`src/sv/tcca_pkg.sv`:
```
// Package: types, constants and helpers for the checked text-command ALU.
`timescale 1ns / 1ps
package tcca_pkg;
    localparam int MaxTextLengthDefault = 1000;
    localparam int QueueDepth = 2;

    typedef enum logic [3:0] {
        ST_OK       = 4'd0,
        ST_EMPTY    = 4'd1,
        ST_TOO_LONG = 4'd2,
        ST_TOKENS   = 4'd3,
        ST_BAD_A    = 4'd4,
        ST_BAD_B    = 4'd5,
        ST_ADD_OVF  = 4'd6,
        ST_SUB_OVF  = 4'd7,
        ST_MUL_OVF  = 4'd8,
        ST_DIV_ERR  = 4'd9,
        ST_BAD_OP   = 4'd10
    } status_t;

    typedef enum logic [1:0] {
        OP_ADD = 2'd0,
        OP_SUB = 2'd1,
        OP_MUL = 2'd2,
        OP_DIV = 2'd3
    } op_t;

    localparam logic [23:0] OpcAdd = 24'h414444;
    localparam logic [23:0] OpcSub = 24'h535542;
    localparam logic [23:0] OpcMul = 24'h4D554C;
    localparam logic [23:0] OpcDiv = 24'h444956;

    localparam logic [63:0] SignBit = 64'h8000_0000_0000_0000;
    localparam logic [63:0] MagLimit = 64'd922337203685477580;

    // Classified request from front end to back end.
    typedef struct packed {
        logic        pre_err;
        status_t     status;
        op_t         op;
        logic [63:0] a;
        logic [63:0] b;
    } job_t;
endpackage

```
`src/sv/tcca_queue.sv`:
```
// Small job queue between front and back ends.
`timescale 1ns / 1ps
module tcca_queue
    import tcca_pkg::*;
(
    input  logic clk,
    input  logic rst_n,
    input  logic wr_valid,
    output logic wr_ready,
    input  job_t wr_job,
    output logic rd_valid,
    input  logic rd_ready,
    output job_t rd_job
);
    job_t       mem_reg [QueueDepth];
    logic       wp_reg, rp_reg;
    logic [1:0] cnt_reg;

    assign wr_ready = cnt_reg != 2'(QueueDepth);
    assign rd_valid = cnt_reg != 2'd0;
    assign rd_job = mem_reg[rp_reg];

    always_ff @(posedge clk)
    begin
        if (wr_valid && wr_ready)
            mem_reg[wp_reg] <= wr_job;
    end

    always_ff @(posedge clk or negedge rst_n)
    begin
        if (!rst_n)
        begin
            wp_reg  <= 1'b0;
            rp_reg  <= 1'b0;
            cnt_reg <= '0;
        end
        else
        begin
            if (wr_valid && wr_ready)
                wp_reg <= ~wp_reg;
            if (rd_valid && rd_ready)
                rp_reg <= ~rp_reg;
            cnt_reg <= cnt_reg + 2'(wr_valid && wr_ready) - 2'(rd_valid && rd_ready);
        end
    end
endmodule

```
`config.mk`:
```
export PLATFORM = sky130hd
export DESIGN_NAME = tcca_queue
export DESIGN_NICKNAME = d
export VERILOG_FILES = /design/src/sv/tcca_pkg.sv /design/src/sv/tcca_queue.sv
export SDC_FILE = /design/constraint.sdc
export NUM_CORES = 1
export LEC_CHECK = 0
export ABC_AREA = 1
export BUFFER_PORTS_ARGS = -buffer_cell sky130_fd_sc_hd__buf_2
export CORE_MARGIN = 2
export CORE_UTILIZATION = 35
export DETAILED_ROUTE_END_ITERATION = 8
export GPL_ROUTABILITY_DRIVEN = 0
export PLACE_DENSITY_LB_ADDON = 0.05
export SLEW_MARGIN = 20
export SYNTH_ARGS = -nofsm -noshare
export SYNTH_HDL_FRONTEND = slang
export SYNTH_SLANG_ARGS = --single-unit
```
`constraint.sdc`:
```
create_clock -name clk -period 8.82 [get_ports clk]
set_input_delay 1.764 -clock clk [delete_from_list [all_inputs] [get_ports clk]]
set_output_delay 1.764 -clock clk [all_outputs]
set_load 0.005 [all_outputs]
```
# Word level (Yosys, flattened, before mapping)
# Memories as Yosys holds them, arrays and structs flattened.
# Cells that the tools add are included.
dict set report word_totals {
  n_memories 1
  inputBits 139
  reg_bits 4
  out_inout_bits 137
  ram_bits 270
  elab_cells 14
}
dict set report classes {
  n_mux 2
  bitwise_logic 2
  n_eq_ne 1
  reduce_logical 3
  n_addsub 2
}
# name depth width rd rd_clocked_by_memory_dff write_ports line
set memory_table {}
lappend memory_table {mem_reg 2 135 1 0 1 tcca_queue.sv:15} ;# job_t mem_reg [QueueDepth];
# cell count
set ops {}
lappend ops {{adder 2 x 1 -> 2 bit} 1}
lappend ops {{logical AND 1 bit} 2}
lappend ops {{2-to-1 mux 1 bit} 2}
lappend ops {{!= test 2 bit, second input constant} 1}
lappend ops {{NOT 1 bit} 2}
lappend ops {{nonzero test 2 bit} 1}
lappend ops {{subtractor 2 x 1 -> 2 bit} 1}

# Depth between registers and ports, before layout
dict set report depth {
  ltp_word 4
  mapped_depth 10
  ltp_nobuf 10
}

# Worst setup path after synthesis
# OpenSTA, ideal clock, no wires.
dict set report synth_path {
  kind {input-to-reg}
  startpoint {input wr_valid}
  endpoint {memory mem_reg[1][0] (netlist bit), enable pin}
  required_ns 8.189
  slack_ns 0.734
  setup_time_ns 0.631
  t_arrival_ns 7.456
  stages 2
  n_path_buf 0
  cell_sequence {nand2_1 -> nor2_1}
}
dict set report synth_between {
  elab_chain_cells 3
}
# element line
set synth_lines {}
lappend synth_lines {{start: declaration} tcca_queue.sv:8} ;# input logic wr_valid,
lappend synth_lines {{logical AND 1 bit} tcca_queue.sv:25} ;# if (wr_valid && wr_ready)
lappend synth_lines {{2-to-1 mux 1 bit} tcca_queue.sv:25}
lappend synth_lines {{2-to-1 mux 1 bit (implied by the code)} tcca_queue.sv:26} ;# mem_reg[wp_reg] <= wr_job;
lappend synth_lines {{end: declaration} tcca_queue.sv:15}
# No other way between the ends.

==> flow_metrics.py <==
metrics = {
    "logic_synthesis": {
        "synth.most_common_cell": "nand2_1",
        "synth_fa_ha_area_share_pct": 0.250,
        "synth_common_cells": "nand2_1, edfxtp_1, buf_2",
        "synth.distinct_cells": 12,
        "synth.avg_cell_area_um2": 13.6,
        "async_flop_share_pct": 1.46,
        "yosys_warnings": 0,
        "synth_nets": 877,
        "synth_top_family_by_area": "simple AND/OR/NAND/NOR gates",
        "synth_edf_count": 270,
        "synth_compound_area_share_pct": 0,
        "synth_flop_cell": "edfxtp_1",
        "synth_cells": 736,
        "ys_seq_area_share_pct": 82.0,
        "synth_area_leaders": "edfxtp_1, nand2_1, dfrtp_1",
        "synth_area_um2": 10000,
        "synth_mux_area_share_pct": 0,
        "synth_xor_area_share_pct": 0,
        "yosys.area.top_type_share_pct": 81.0,
        "synth.largest_area_cell": "edfxtp_1",
        "synth_seq_cells": 274,
        "yosys.area_share.simple_pct": 15.9,
    },
    "drt": {
        "met3WireLength_um": 2160,
        "wl_per_cell_um": 15.8,
        "first_pass_iters": 4,
        "post_drt_via_cell_ratio": 4.29,
        "dr_wl_met2_um": 10300,
        "highest_layer": "met5",
        "m1WireLength_um": 9560,
        "detail-route-antenna-nets": 0,
        "drt-total-wl_um": 22500,
        "drcViolationCount": 0,
        "dr.first_iter.drc_count": 263,
        "num_vias": 6105,
    },
    "floorplanning": {
        "dieArea_um2": 30000,
        "floorplan.initialDensity_pct": 35.8,
        "die_x_um": 173,
        "coreArea_um2": 27900,
        "ios": 276,
        "rows": 61,
        "die_h_um": 173,
    },
    "grt": {
        "grt_max_degree": 76,
        "grt_first_pass_wirelength_um": 34200,
        "grt-ovfl-total": 0,
        "grtUsageTotal_pct": 14.6,
        "antenna_found_initial": 3,
        "grt_pass1_vias": 5949,
    },
    "timing": {
        "final-hold-violation-count": 0,
        "max_freq_mhz": 201,
        "finalCritPeriodShare_pct": 56.3,
        "setup_violations": 0,
        "post-route-min-period_ps": 4970,
        "skew_ps": 7.08,
        "worstMarginPinSlew_ps": 911,
        "whs_ps": 479,
        "relSlewSlack_pct": 39.3,
        "finalSetupTns_ps": 0,
        "rsz0062_at_grt": "false",
        "final-max-slew-violation-count": 0,
    },
    "clock_tree": {
        "cts_tree": "yes",
        "clock_latency_ps": 540,
        "post_cts_buffers": 0,
        "cts_htree_levels": 1,
        "cts.sinks": 274,
        "cts_resized": 0,
        "root_buffer": "clkbuf_16",
        "numCtsBuffers": 30,
        "cts.path.max_buffers": 3,
        "clk_pin_slew_ps": 60,
        "cts_hold_buf": 0,
    },
    "power": {
        "switching_share_pct": 31.9,
        "vdd_ir_drop_max_mv": 0.156,
        "switchingPower_mw": 1.33,
        "p_leak_nw": 5.43,
        "power_density_nw_per_um2": 329,
        "p_comb_share_pct": 27.6,
        "power_frac_seq_pct": 45.2,
        "p_int_mw": 2.84,
        "clkPwrFrac_pct": 27.3,
    },
    "placed_design": {
        "placed_area_um2": 11800,
        "port-buffer-count": 275,
        "dp_hpwl_um": 13900,
        "dp_cells": 1365,
    },
    "final_layout": {
        "final-instance-count-excl-fill": 1423,
        "largest_register_ffs": 270,
        "synthToLayoutAreaGrowth_pct": 26.6,
        "fin_nets": 1160,
        "utilization_pct": 45.4,
        "stdcell_area_um2": 12700,
        "fillers": 2611,
        "drive_above_1_share_pct": 30.9,
    },
    "worst_setup_path": {
        "crit_fanout": 69,
        "cp_slowest_cell": "dfrtp_4",
        "crit_cells": 5,
        "cp-start-kind": "register",
        "reg2reg_from": "cnt_reg[1]",
        "critPathKind": "reg2out",
        "timing.critical_path.max_delay_family": "buffers and inverters",
        "path_cells": "inv_4 -> buf_4 -> nand2_1 -> nand2_1 -> buf_2",
        "r2r-end": "mem_reg[0][50]",
        "reg2regPathDepth": 4,
        "critPathMaxStageDelay_ps": 760,
        "required_ps": 7060,
        "critPathArrivalTime_ps": 3200,
        "cp_num_buf_inv": 3,
        "crit_top_cell": "nand2_1",
        "crit_end": "rd_job[59]",
        "r2r_setup_slack_ps": 6350,
        "crit_start": "rp_reg",
        "endpoint_kind": "output port",
    },
    "status": {
        "outcome": "finished, final reports clean",
    },
    "job": {
        "maxCapViolCount": 0,
    },
    "hold_path": {
        "hold_path_class": "reg2reg",
    },
}
==> routing by layer <==
| metal | GRT usage (%) | vias up |
|---|---|---|
| met5 | 0 | - |
| met4 | 3.43 | 2 |
| met2 | 23.1 | 203 |
| met1 | 18.9 | 2813 |
| met3 | 5.78 | 39 |
| li1 | - | 3048 |
==> cell usage in the layout, fill, tap and decap left out, drive strengths merged <==
cell type / instances
edfxtp: 270
dfrtp: 4
nand2: 418
nor2: 1
diode: 2
inv: 9
clkinv: 16
nand3: 3
buf: 280
bufinv: 1
ha: 2
clkbuf: 39
==> per-stage QoR <==
step           setup slack, ps  power, mW
2_1_floorplan              734       2.55
4_1_cts                   3720       4.26
5_1_grt                   3560       4.45
3_5_place_dp              4320       3.11
6_report                  3850       4.17
3_3_place_gp              4360       3.10
==> worst min path at each step <==
stage,cells after the start,end,from
detailed placement,2,wp_reg,wp_reg
floorplan,2,wp_reg,wp_reg
finish,2,wp_reg,wp_reg
global route,2,wp_reg,wp_reg
global placement,2,wp_reg,wp_reg
CTS,2,wp_reg,wp_reg
==> power groups by stage <==
| stage | Clock, mW | Combinational [mW] | Sequential [mW] |
|---|---|---|---|
| global placement | 0 | 1.19 | 1.91 |
| CTS | 1.17 | 1.20 | 1.89 |
| finish | 1.14 | 1.15 | 1.88 |
| global route | 1.22 | 1.32 | 1.91 |
| detailed placement | 0 | 1.19 | 1.91 |
| floorplan | 0 | 0.651 | 1.90 |
==> layout make-up <==
cell class	instances	area, µm²	share of cell area [%]
tap	378	473	3.73
sequential	274	8210	64.8
multi-input combinational	424	1620	12.8
inverter	9	41.3	0.326
timing repair buffer	280	1410	11.2
clock inverter	17	97.6	0.770
clock buffer	39	806	6.36
antenna	2	5.00	0.0395
==> tightest hold or removal path: cells and delay by family (launching register included) <==
family / cells / cell delay, ps
flip-flops: 1 / 340
AND/OR/NAND/NOR: 2 / 100
==> kinds of logic after synthesis <==
| kind of cell | after synthesis |
|---|---|
| AND/OR/NAND/NOR | 422 |
| flip-flops | 274 |
| buffers and inverters | 38 |
| adder cells (fa/ha/maj) | 2 |
Note: power is estimated with default switching activity, not from simulation.
