--- config.mk ---
export PLATFORM = sky130hd
export DESIGN_NAME = tcca_back
export DESIGN_NICKNAME = d
export VERILOG_FILES = /design/src/sv/tcca_pkg.sv /design/src/sv/tcca_back.sv
export SDC_FILE = /design/constraint.sdc
export NUM_CORES = 2
export LEC_CHECK = 0
export BUFFER_PORTS_ARGS = -buffer_cell sky130_fd_sc_hd__buf_2
export CAP_MARGIN = 20
export CORE_MARGIN = 2
export CORE_UTILIZATION = 30
export DETAILED_ROUTE_END_ITERATION = 10
export GPL_TIMING_DRIVEN = 0
export SYNTH_ARGS = -nofsm -noshare
export SYNTH_HDL_FRONTEND = slang
export SYNTH_SLANG_ARGS = --single-unit
--- constraint.sdc ---
create_clock -name clk -period 20 [get_ports clk]
set_input_delay 0 -clock clk [delete_from_list [all_inputs] [get_ports clk]]
set_output_delay 0 -clock clk [all_outputs]
set_load 0.03 [all_outputs]
--- src/sv/tcca_pkg.sv ---
// Package: types, constants and helpers for the checked text-command ALU.
`timescale 1ns / 1ps
package tcca_pkg;
    localparam int MaxTextLengthDefault = 1000;
    localparam int QueueDepth = 2;

    typedef enum logic [3:0] {
        ST_OK       = 4'd0,
        ST_EMPTY    = 4'd1,
        ST_TOO_LONG = 4'd2,
        ST_TOKENS   = 4'd3,
        ST_BAD_A    = 4'd4,
        ST_BAD_B    = 4'd5,
        ST_ADD_OVF  = 4'd6,
        ST_SUB_OVF  = 4'd7,
        ST_MUL_OVF  = 4'd8,
        ST_DIV_ERR  = 4'd9,
        ST_BAD_OP   = 4'd10
    } status_t;

    typedef enum logic [1:0] {
        OP_ADD = 2'd0,
        OP_SUB = 2'd1,
        OP_MUL = 2'd2,
        OP_DIV = 2'd3
    } op_t;

    localparam logic [23:0] OpcAdd = 24'h414444;
    localparam logic [23:0] OpcSub = 24'h535542;
    localparam logic [23:0] OpcMul = 24'h4D554C;
    localparam logic [23:0] OpcDiv = 24'h444956;

    localparam logic [63:0] SignBit = 64'h8000_0000_0000_0000;
    localparam logic [63:0] MagLimit = 64'd922337203685477580;

    // Classified request from front end to back end.
    typedef struct packed {
        logic        pre_err;
        status_t     status;
        op_t         op;
        logic [63:0] a;
        logic [63:0] b;
    } job_t;
endpackage

--- src/sv/tcca_back.sv ---
// Back end: checked add/sub, multi-cycle multiply and restoring divide.
`timescale 1ns / 1ps
module tcca_back
    import tcca_pkg::*;
(
    input  logic        clk,
    input  logic        rst_n,
    input  logic        job_valid,
    output logic        job_ready,
    input  job_t        job,
    output logic        res_valid,
    input  logic        res_ready,
    output logic [3:0]  status,
    output logic [63:0] result_value
);
    typedef enum logic [3:0] {
        S_IDLE = 4'b0001,
        S_MUL  = 4'b0010,
        S_DIV  = 4'b0100,
        S_FIN  = 4'b1000
    } state_t;

    state_t      state_reg, state_next;
    logic [63:0] ma_reg, mb_reg;
    logic        neg_reg;
    op_t         op_reg;
    logic [1:0]  pa_reg;
    logic [1:0]  pb_reg;
    logic [127:0] acc_reg;
    logic [63:0] quo_reg, rem_reg;
    logic [5:0]  cnt_reg;
    logic        out_valid_reg;
    logic [3:0]  out_status_reg;
    logic [63:0] out_value_reg;

    logic [63:0] a_mag, b_mag, sum, dif;
    logic        sa, sb;
    logic [63:0] pp;
    logic [127:0] pp_shift;
    logic [64:0] rem_try;
    logic [63:0] rem_sh;
    logic        take;
    logic [63:0] prod_lo;
    logic        prod_hi_nz;

    assign sa = job.a[63];
    assign sb = job.b[63];
    assign a_mag = sa ? 64'd0 - job.a : job.a;
    assign b_mag = sb ? 64'd0 - job.b : job.b;
    assign sum = job.a + job.b;
    assign dif = job.a - job.b;

    assign job_ready = (state_reg == S_IDLE) && (!out_valid_reg || res_ready);
    assign res_valid = out_valid_reg;
    assign status = out_status_reg;
    assign result_value = out_value_reg;

    // 32x32 partial product per cycle
    assign pp = (pa_reg[0] ? ma_reg[63:32] : ma_reg[31:0]) *
                (pb_reg[0] ? mb_reg[63:32] : mb_reg[31:0]);
    assign pp_shift = {64'd0, pp} << (7'd32 * ({6'd0, pa_reg[0]} + {6'd0, pb_reg[0]}));

    assign rem_sh = {rem_reg[62:0], quo_reg[63]};
    assign rem_try = {rem_reg, quo_reg[63]} - {1'b0, mb_reg};
    assign take = !rem_try[64];
    assign prod_lo = acc_reg[63:0];
    assign prod_hi_nz = |acc_reg[127:64];

    always_comb
    begin
        unique case (state_reg)
            S_IDLE: state_next = S_IDLE;
            S_MUL:  state_next = (pa_reg == 2'd3) ? S_FIN : S_MUL;
            S_DIV:  state_next = (cnt_reg == 6'd63) ? S_FIN : S_DIV;
            S_FIN:  state_next = (!out_valid_reg || res_ready) ? S_IDLE : S_FIN;
            default: state_next = S_IDLE;
        endcase
        if (state_reg == S_IDLE && job_valid && job_ready && !job.pre_err &&
            (job.op == OP_MUL || job.op == OP_DIV) &&
            !(job.op == OP_MUL && (a_mag == 64'd0 || b_mag == 64'd0)) &&
            !(job.op == OP_DIV && (b_mag == 64'd0 || (job.a == SignBit && job.b == '1))))
            state_next = (job.op == OP_MUL) ? S_MUL : S_DIV;
    end

    always_ff @(posedge clk)
    begin
        if (state_reg == S_IDLE && job_valid && job_ready)
        begin
            ma_reg  <= a_mag;
            mb_reg  <= b_mag;
            neg_reg <= sa != sb;
            op_reg  <= job.op;
            pa_reg  <= 2'd0;
            pb_reg  <= 2'd0;
            acc_reg <= '0;
            quo_reg <= a_mag;
            rem_reg <= '0;
            cnt_reg <= '0;
        end
        else if (state_reg == S_MUL)
        begin
            acc_reg <= acc_reg + pp_shift;
            pa_reg  <= pa_reg + 2'd1;
            pb_reg  <= {1'b0, pa_reg[0] ^ 1'b1} ^ {1'b0, pa_reg[1] ^ pa_reg[0]};
        end
        else if (state_reg == S_DIV)
        begin
            rem_reg <= take ? rem_try[63:0] : rem_sh;
            quo_reg <= {quo_reg[62:0], take};
            cnt_reg <= cnt_reg + 6'd1;
        end
    end

    always_ff @(posedge clk or negedge rst_n)
    begin
        if (!rst_n)
        begin
            state_reg     <= S_IDLE;
            out_valid_reg <= 1'b0;
        end
        else
        begin
            state_reg <= state_next;
            if (res_valid && res_ready)
                out_valid_reg <= 1'b0;
            if (state_reg == S_IDLE && job_valid && job_ready && state_next == S_IDLE)
                out_valid_reg <= 1'b1;
            if (state_reg == S_FIN && state_next == S_IDLE)
                out_valid_reg <= 1'b1;
        end
    end

    always_ff @(posedge clk)
    begin
        if (state_reg == S_IDLE && job_valid && job_ready && state_next == S_IDLE)
        begin
            out_value_reg <= '0;
            if (job.pre_err)
                out_status_reg <= job.status;
            else
            begin
                unique case (job.op)
                    OP_ADD:
                        if (sa == sb && sum[63] != sa)
                            out_status_reg <= ST_ADD_OVF;
                        else
                        begin
                            out_status_reg <= ST_OK;
                            out_value_reg  <= sum;
                        end
                    OP_SUB:
                        if (sa != sb && dif[63] != sa)
                            out_status_reg <= ST_SUB_OVF;
                        else
                        begin
                            out_status_reg <= ST_OK;
                            out_value_reg  <= dif;
                        end
                    OP_MUL:
                        out_status_reg <= ST_OK;
                    OP_DIV:
                        out_status_reg <= ST_DIV_ERR;
                    default:
                        out_status_reg <= ST_OK;
                endcase
            end
        end
        else if (state_reg == S_FIN && state_next == S_IDLE)
        begin
            out_value_reg <= '0;
            if (op_reg == OP_MUL)
            begin
                if (prod_hi_nz || (neg_reg ? prod_lo > SignBit : prod_lo >= SignBit))
                    out_status_reg <= ST_MUL_OVF;
                else
                begin
                    out_status_reg <= ST_OK;
                    out_value_reg  <= neg_reg ? 64'd0 - prod_lo : prod_lo;
                end
            end
            else
            begin
                out_status_reg <= ST_OK;
                out_value_reg  <= neg_reg ? 64'd0 - quo_reg : quo_reg;
            end
        end
    end
endmodule

Word level (Yosys, flattened, before mapping)

Cells that the tools add are included.

Register bits: 469
Input bits: 139
Output and inout port bits: 70

Add/subtract/negate cells: 11
Multipliers: 1
Magnitude comparators: 2
Eq/ne operators: 18
Shifts and indexed selects: 1
Mux-type cells: 36
Bitwise logic cells: 4
Reduce and logical (&&, ||, !) cells: 34

Operators with widths:

| operator                | number |
|---|---|
| $mux W64                | 15 |
| $sub A1 B64 Y64 const A | 4 |
| $add A128 B128 Y128     | 1 |
| $eq A64 B64 Y1 const B  | 2 |
| $logic_not A64 Y1       | 2 |
| $pmux W64 S2            | 1 |
| $shl A64 B7 Y128        | 1 |
| $sub A65 B64 Y65        | 1 |
| $add A64 B64 Y64        | 1 |
| $ge A64 B64 Y1 const B  | 1 |
| $gt A64 B64 Y1 const B  | 1 |
| $mul A32 B32 Y64        | 1 |
| $mux W32                | 2 |
| $reduce_or A64 Y1       | 1 |
| $sub A64 B64 Y64        | 1 |
| $mux W4                 | 9 |
| $pmux W4 S4             | 1 |
| $logic_and A1 B1 Y1     | 15 |
| $pmux W4 S3             | 1 |
| $mux W3                 | 3 |
| $eq A2 B2 Y1 const B    | 4 |
| $eq A4 B1 Y1 const B    | 2 |
| $add A6 B1 Y6 const B   | 1 |
| $eq A6 B6 Y1 const B    | 1 |
| other kinds (18)        | 35 |

Longest topological paths before layout

Depth in word-level cells: 13
Mapped depth: 49
Gate-level depth less buffers: 45

Least setup slack after synthesis

Ideal clock, no wire load.

Path type: reg-to-reg
Start: register pa_reg[0]
End: register acc_reg[127]
Arrival: 12.182 ns
Required time: 19.872 ns
Slack: 7.690 ns
Cell stages (with the launch flop): 45
Path buffers: 5
Clock period less this slack: 12.310 ns
Cells stage by stage: dfxtp_1 -> clkbuf_1 -> clkbuf_1 -> buf_1 -> mux2i_1 -> clkbuf_1 -> nor2_1 -> fa_1 -> fa_1 -> fa_1 -> inv_1 -> fa_1 -> inv_1 -> fa_1 -> fa_1 -> fa_1 -> fa_1 -> ha_1 -> (+9 left out) -> xnor2_1 -> nor2_1 -> nor2_1 -> nor2_1 -> ha_1 -> clkbuf_1 -> and4_1 -> nand3_1 -> nor2_1 -> nand2_1 -> a211o_1 -> a31o_2 -> a2111oi_0 -> nor3_1 -> o41a_1 -> o311ai_0 -> xnor2_1 -> nor2_1

Cells in the longest elaborated chain, start to end: 4
Elaborated cells on any way between the ends: 5
Those cells by class: add/sub (2); mul (1); shift (1); mux (1)

Ends and longest elaborated chain:

| item                     | RTL line         | source |
|---|---|---|
| start: declaration       | tcca_back.sv:27  | `logic [1:0] pa_reg;` |
| start signal: assignment | tcca_back.sv:103 | `pa_reg <= pa_reg + 2'd1;` |
| $mux W32                 | tcca_back.sv:59  | `assign pp = (pa_reg[0] ? ma_reg[63:32] : ma_reg[31:0]) *` |
| $mul A32 B32 Y64         | tcca_back.sv:59  |  |
| $shl A64 B7 Y128 *       | tcca_back.sv:61  | `assign pp_shift = {64'd0, pp} << (7'd32 * ({6'd0, pa_reg[0]} + {6'd0, pb_reg[0]}));` |
| $add A128 B128 Y128 *    | tcca_back.sv:102 | `acc_reg <= acc_reg + pp_shift;` |
| end signal: assignment   | tcca_back.sv:102 |  |
| end: declaration         | tcca_back.sv:29  | `logic [127:0] acc_reg;` |

Mark *: on every way between the ends. The rest lies on a longest branch, timed or not.
A chain may end at the register's enable or synchronous reset.

Final worst setup path

Start: register pa_reg[0]
End: register acc_reg[123]

The elaborated chain is that of the path after synthesis.

==> impl_metrics.json <==
{
  "outcome": "finished, violations left",
  "ys_ff_latch": 469,
  "gp_congestion": 1.08,
  "ctsResizeCount": 0,
  "synth_compound_area_frac": 0.180,
  "grt_max_degree": 68,
  "overflow": 0,
  "tightest_slew_ns": 1.56,
  "synth_area_per_cell_sq_um": 8.10,
  "critPathLaunch": "pa_reg[0]",
  "grt_usage": 0.281,
  "tns_ns": 0,
  "critPathKind": "reg -> reg",
  "cts_tree": "done",
  "clockRootBuffer": "clkbuf_16",
  "synthXorXnorAreaFrac": 0.0574,
  "synthCells": 9553,
  "finalCritPeriodShare": 0.856,
  "wl_um": 380000,
  "drt-initial-drc-count": 9132,
  "end_kind": "register",
  "slowest_delay_ns": 1.09,
  "postRouteAntennaNets": 0,
  "drive_gt1_frac": 0.0533,
  "die_w_um": 512,
  "synthFlopType": "edfxtp_1",
  "io_buffers": 206,
  "fmax_mhz": 58.4,
  "die_area_sq_um": 262000,
  "hold_path.class": "in -> reg",
  "synth_edf_count": 263,
  "crit_top_cell": "fa_1",
  "hold_violations": 0,
  "yosysTopAreaCell": "fa_1",
  "syn_nets": 11181,
  "insertion_delay_ns": 0.70,
  "clkTransAtPathRegs_ns": 0.07,
  "utilization": 0.336,
  "maxCapViolCount": 0,
  "ys_seq_area_frac": 0.156,
  "num_vias": 75764,
  "ys_top_cells_by_count": "1,184 x nand2_1, 1,150 x inv_1, 1,029 x nor2_1, 900 x fa_1, 605 x a21oi_1",
  "dr.pass1.iters": 6,
  "required_ns": 20.57,
  "largest_reg_flops": 128,
  "num-fill-cells": 27280,
  "crit_slowest_cell": "mux2i_1",
  "yosys-top-cells-area": "fa_1 23%, edfxtp_1 10%, ha_1 9.5%",
  "syn2layout_area_growth_pct": 11.5,
  "die_y_um": 512,
  "post_drt_wl_per_cell_um": 28.3,
  "cts_sinks": 469,
  "dp_cells": 13199,
  "min_from": "job[33]",
  "slew_headroom": -0.0405,
  "ios": 209,
  "regArea_sq_um": 12000,
  "synthMuxAreaShare": 0.0187,
  "drc": 0,
  "synthArstFlopShare": 0.0107,
  "critPathArrivalTime_ns": 17.68,
  "finalCriticalPeriod_ns": 17.11,
  "clockBufferDepth": 3,
  "viasPerCell": 5.65,
  "skew_ns": 0.0556,
  "ys_warn_count": 0,
  "rows": 186,
  "synth_top_cell_area_share": 0.233,
  "grt_pass1_wl_um": 536000,
  "synth_top_family_by_area": "adder cells",
  "initial_core_util": 0.301,
  "fp.coreArea_sq_um": 257000,
  "synth-simple-area-share": 0.180,
  "multiInputGateArea_sq_um": 59200,
  "place_hpwl_um": 318000,
  "r2r-start": "pa_reg[0]",
  "synth_fa_ha_area_frac": 0.328,
  "htree_levels": 2,
  "failed_checks": "max-slew violations",
  "antenna_found_initial": 37,
  "num-nets-final": 11590,
  "synth.most_common_cell": "nand2_1",
  "setup_viol": 0,
  "first_global_vias": 72826,
  "numCtsBuffers": 54,
  "synth_cell_type_count": 94,
  "cp_max_fo": 10,
  "start_kind": "register",
  "drv_slew": 1,
  "fin_cells": 13406,
  "netlist_area_sq_um": 77400,
  "rsz0062_at_grt": "no"
}
[kinds of logic after synthesis]
| group | after synthesis |
|---|---|
| AOI/OAI and AO/OA | 2166 |
| xor gates and xnor gates | 507 |
| adders and majority gates | 1489 |
| buffers and inverters | 1666 |
| DFF | 469 |
| muxes | 139 |
| and+or+nand+nor | 3117 |
[final cells by class]
class	count	share of cell area
clock inverter	43	0.00606
clock buffer	58	0.0163
sequential	469	0.140
multi-input combinational	7418	0.686
inverter	1154	0.0502
buffer	512	0.0225
timing repair buffer	353	0.0299
tap	3384	0.0491
antenna	15	0.000435
[final timing paths]
path | to | slack [ns] | cells past startpoint
setup / recovery | acc_reg[123] | 2.89 | 45
hold / removal | mb_reg[33] | 0.05 | 2
setup reg to reg | acc_reg[123] | 2.89 | 45
hold reg to reg | pa_reg[1] | 0.47 | 2
max in group asynchronous | state_reg[0] | 19.23 | 3
min in group asynchronous | state_reg[3] | 0.40 | 3
[worst max-delay path, delay by kind of cell (launching register included)]
family / cells / cell delay (ns)
flops: 1 / 0.38
compound gates: 15 / 5.39
fa+ha+maj: 10 / 4.79
xor+xnor: 2 / 0.68
simple gates: 10 / 2.09
mux: 1 / 1.09
buf+inv: 7 / 2.51
[routing by layer]
| layer | global-route usage | share of wire | up-vias |
|---|---|---|---|
| li1 | - | - | 33120 |
| met3 | 0.0611 | 0.10 | 945 |
| met2 | 0.415 | 0.42 | 4219 |
| met1 | 0.370 | 0.40 | 37460 |
| met5 | 0 | 0.00036 | - |
| met4 | 0.180 | 0.078 | 20 |
[metrics by stage]
| step | hold WS [ns] | cell area (sq um) | worst slack (ns) |
|---|---|---|---|
| 2_1_floorplan | -0.296 | 77400 | 7.69 |
| 3_3_place_gp | -0.118 | 82700 | 3.14 |
| 3_5_place_dp | -0.117 | 83400 | 3.40 |
| 4_1_cts | 0.00257 | 86200 | 3.34 |
| 5_1_grt | 0.0272 | 86200 | 2.58 |
| 6_report | 0.0496 | 86300 | 2.89 |
[repair_timing]
| action | 4_1_cts | 5_1_grt |
|---|---|---|
| hold buffers | 85 | 0 |
| endpoints found under the hold margin | 96 | 0 |
| buffers inserted | 0 | 0 |
[cells in the final DEF (no fill, tap or decap), types with 85 or more instances in the layout]
| master | n |
|---|---|
| nand2_1 | 1184 |
| inv_1 | 1149 |
| ha_1 | 589 |
| o21ai_0 | 476 |
| nor2_1 | 1029 |
| dlygate4sd3_1 | 85 |
| buf_2 | 219 |
| a21o_1 | 197 |
| edfxtp_1 | 263 |
| clkbuf_1 | 480 |
| fa_1 | 900 |
| a21oi_1 | 605 |
| nand4_1 | 124 |
| nand3_1 | 127 |
| nor3_1 | 119 |
| o21bai_1 | 101 |
| o31ai_1 | 113 |
| dfxtp_1 | 201 |
| xnor2_1 | 323 |
| mux2i_1 | 93 |
| xor2_1 | 184 |
Power is left out: the tool's default activity adds up to more than one toggle a clock period on the data nets, which glitch-free logic cannot reach.
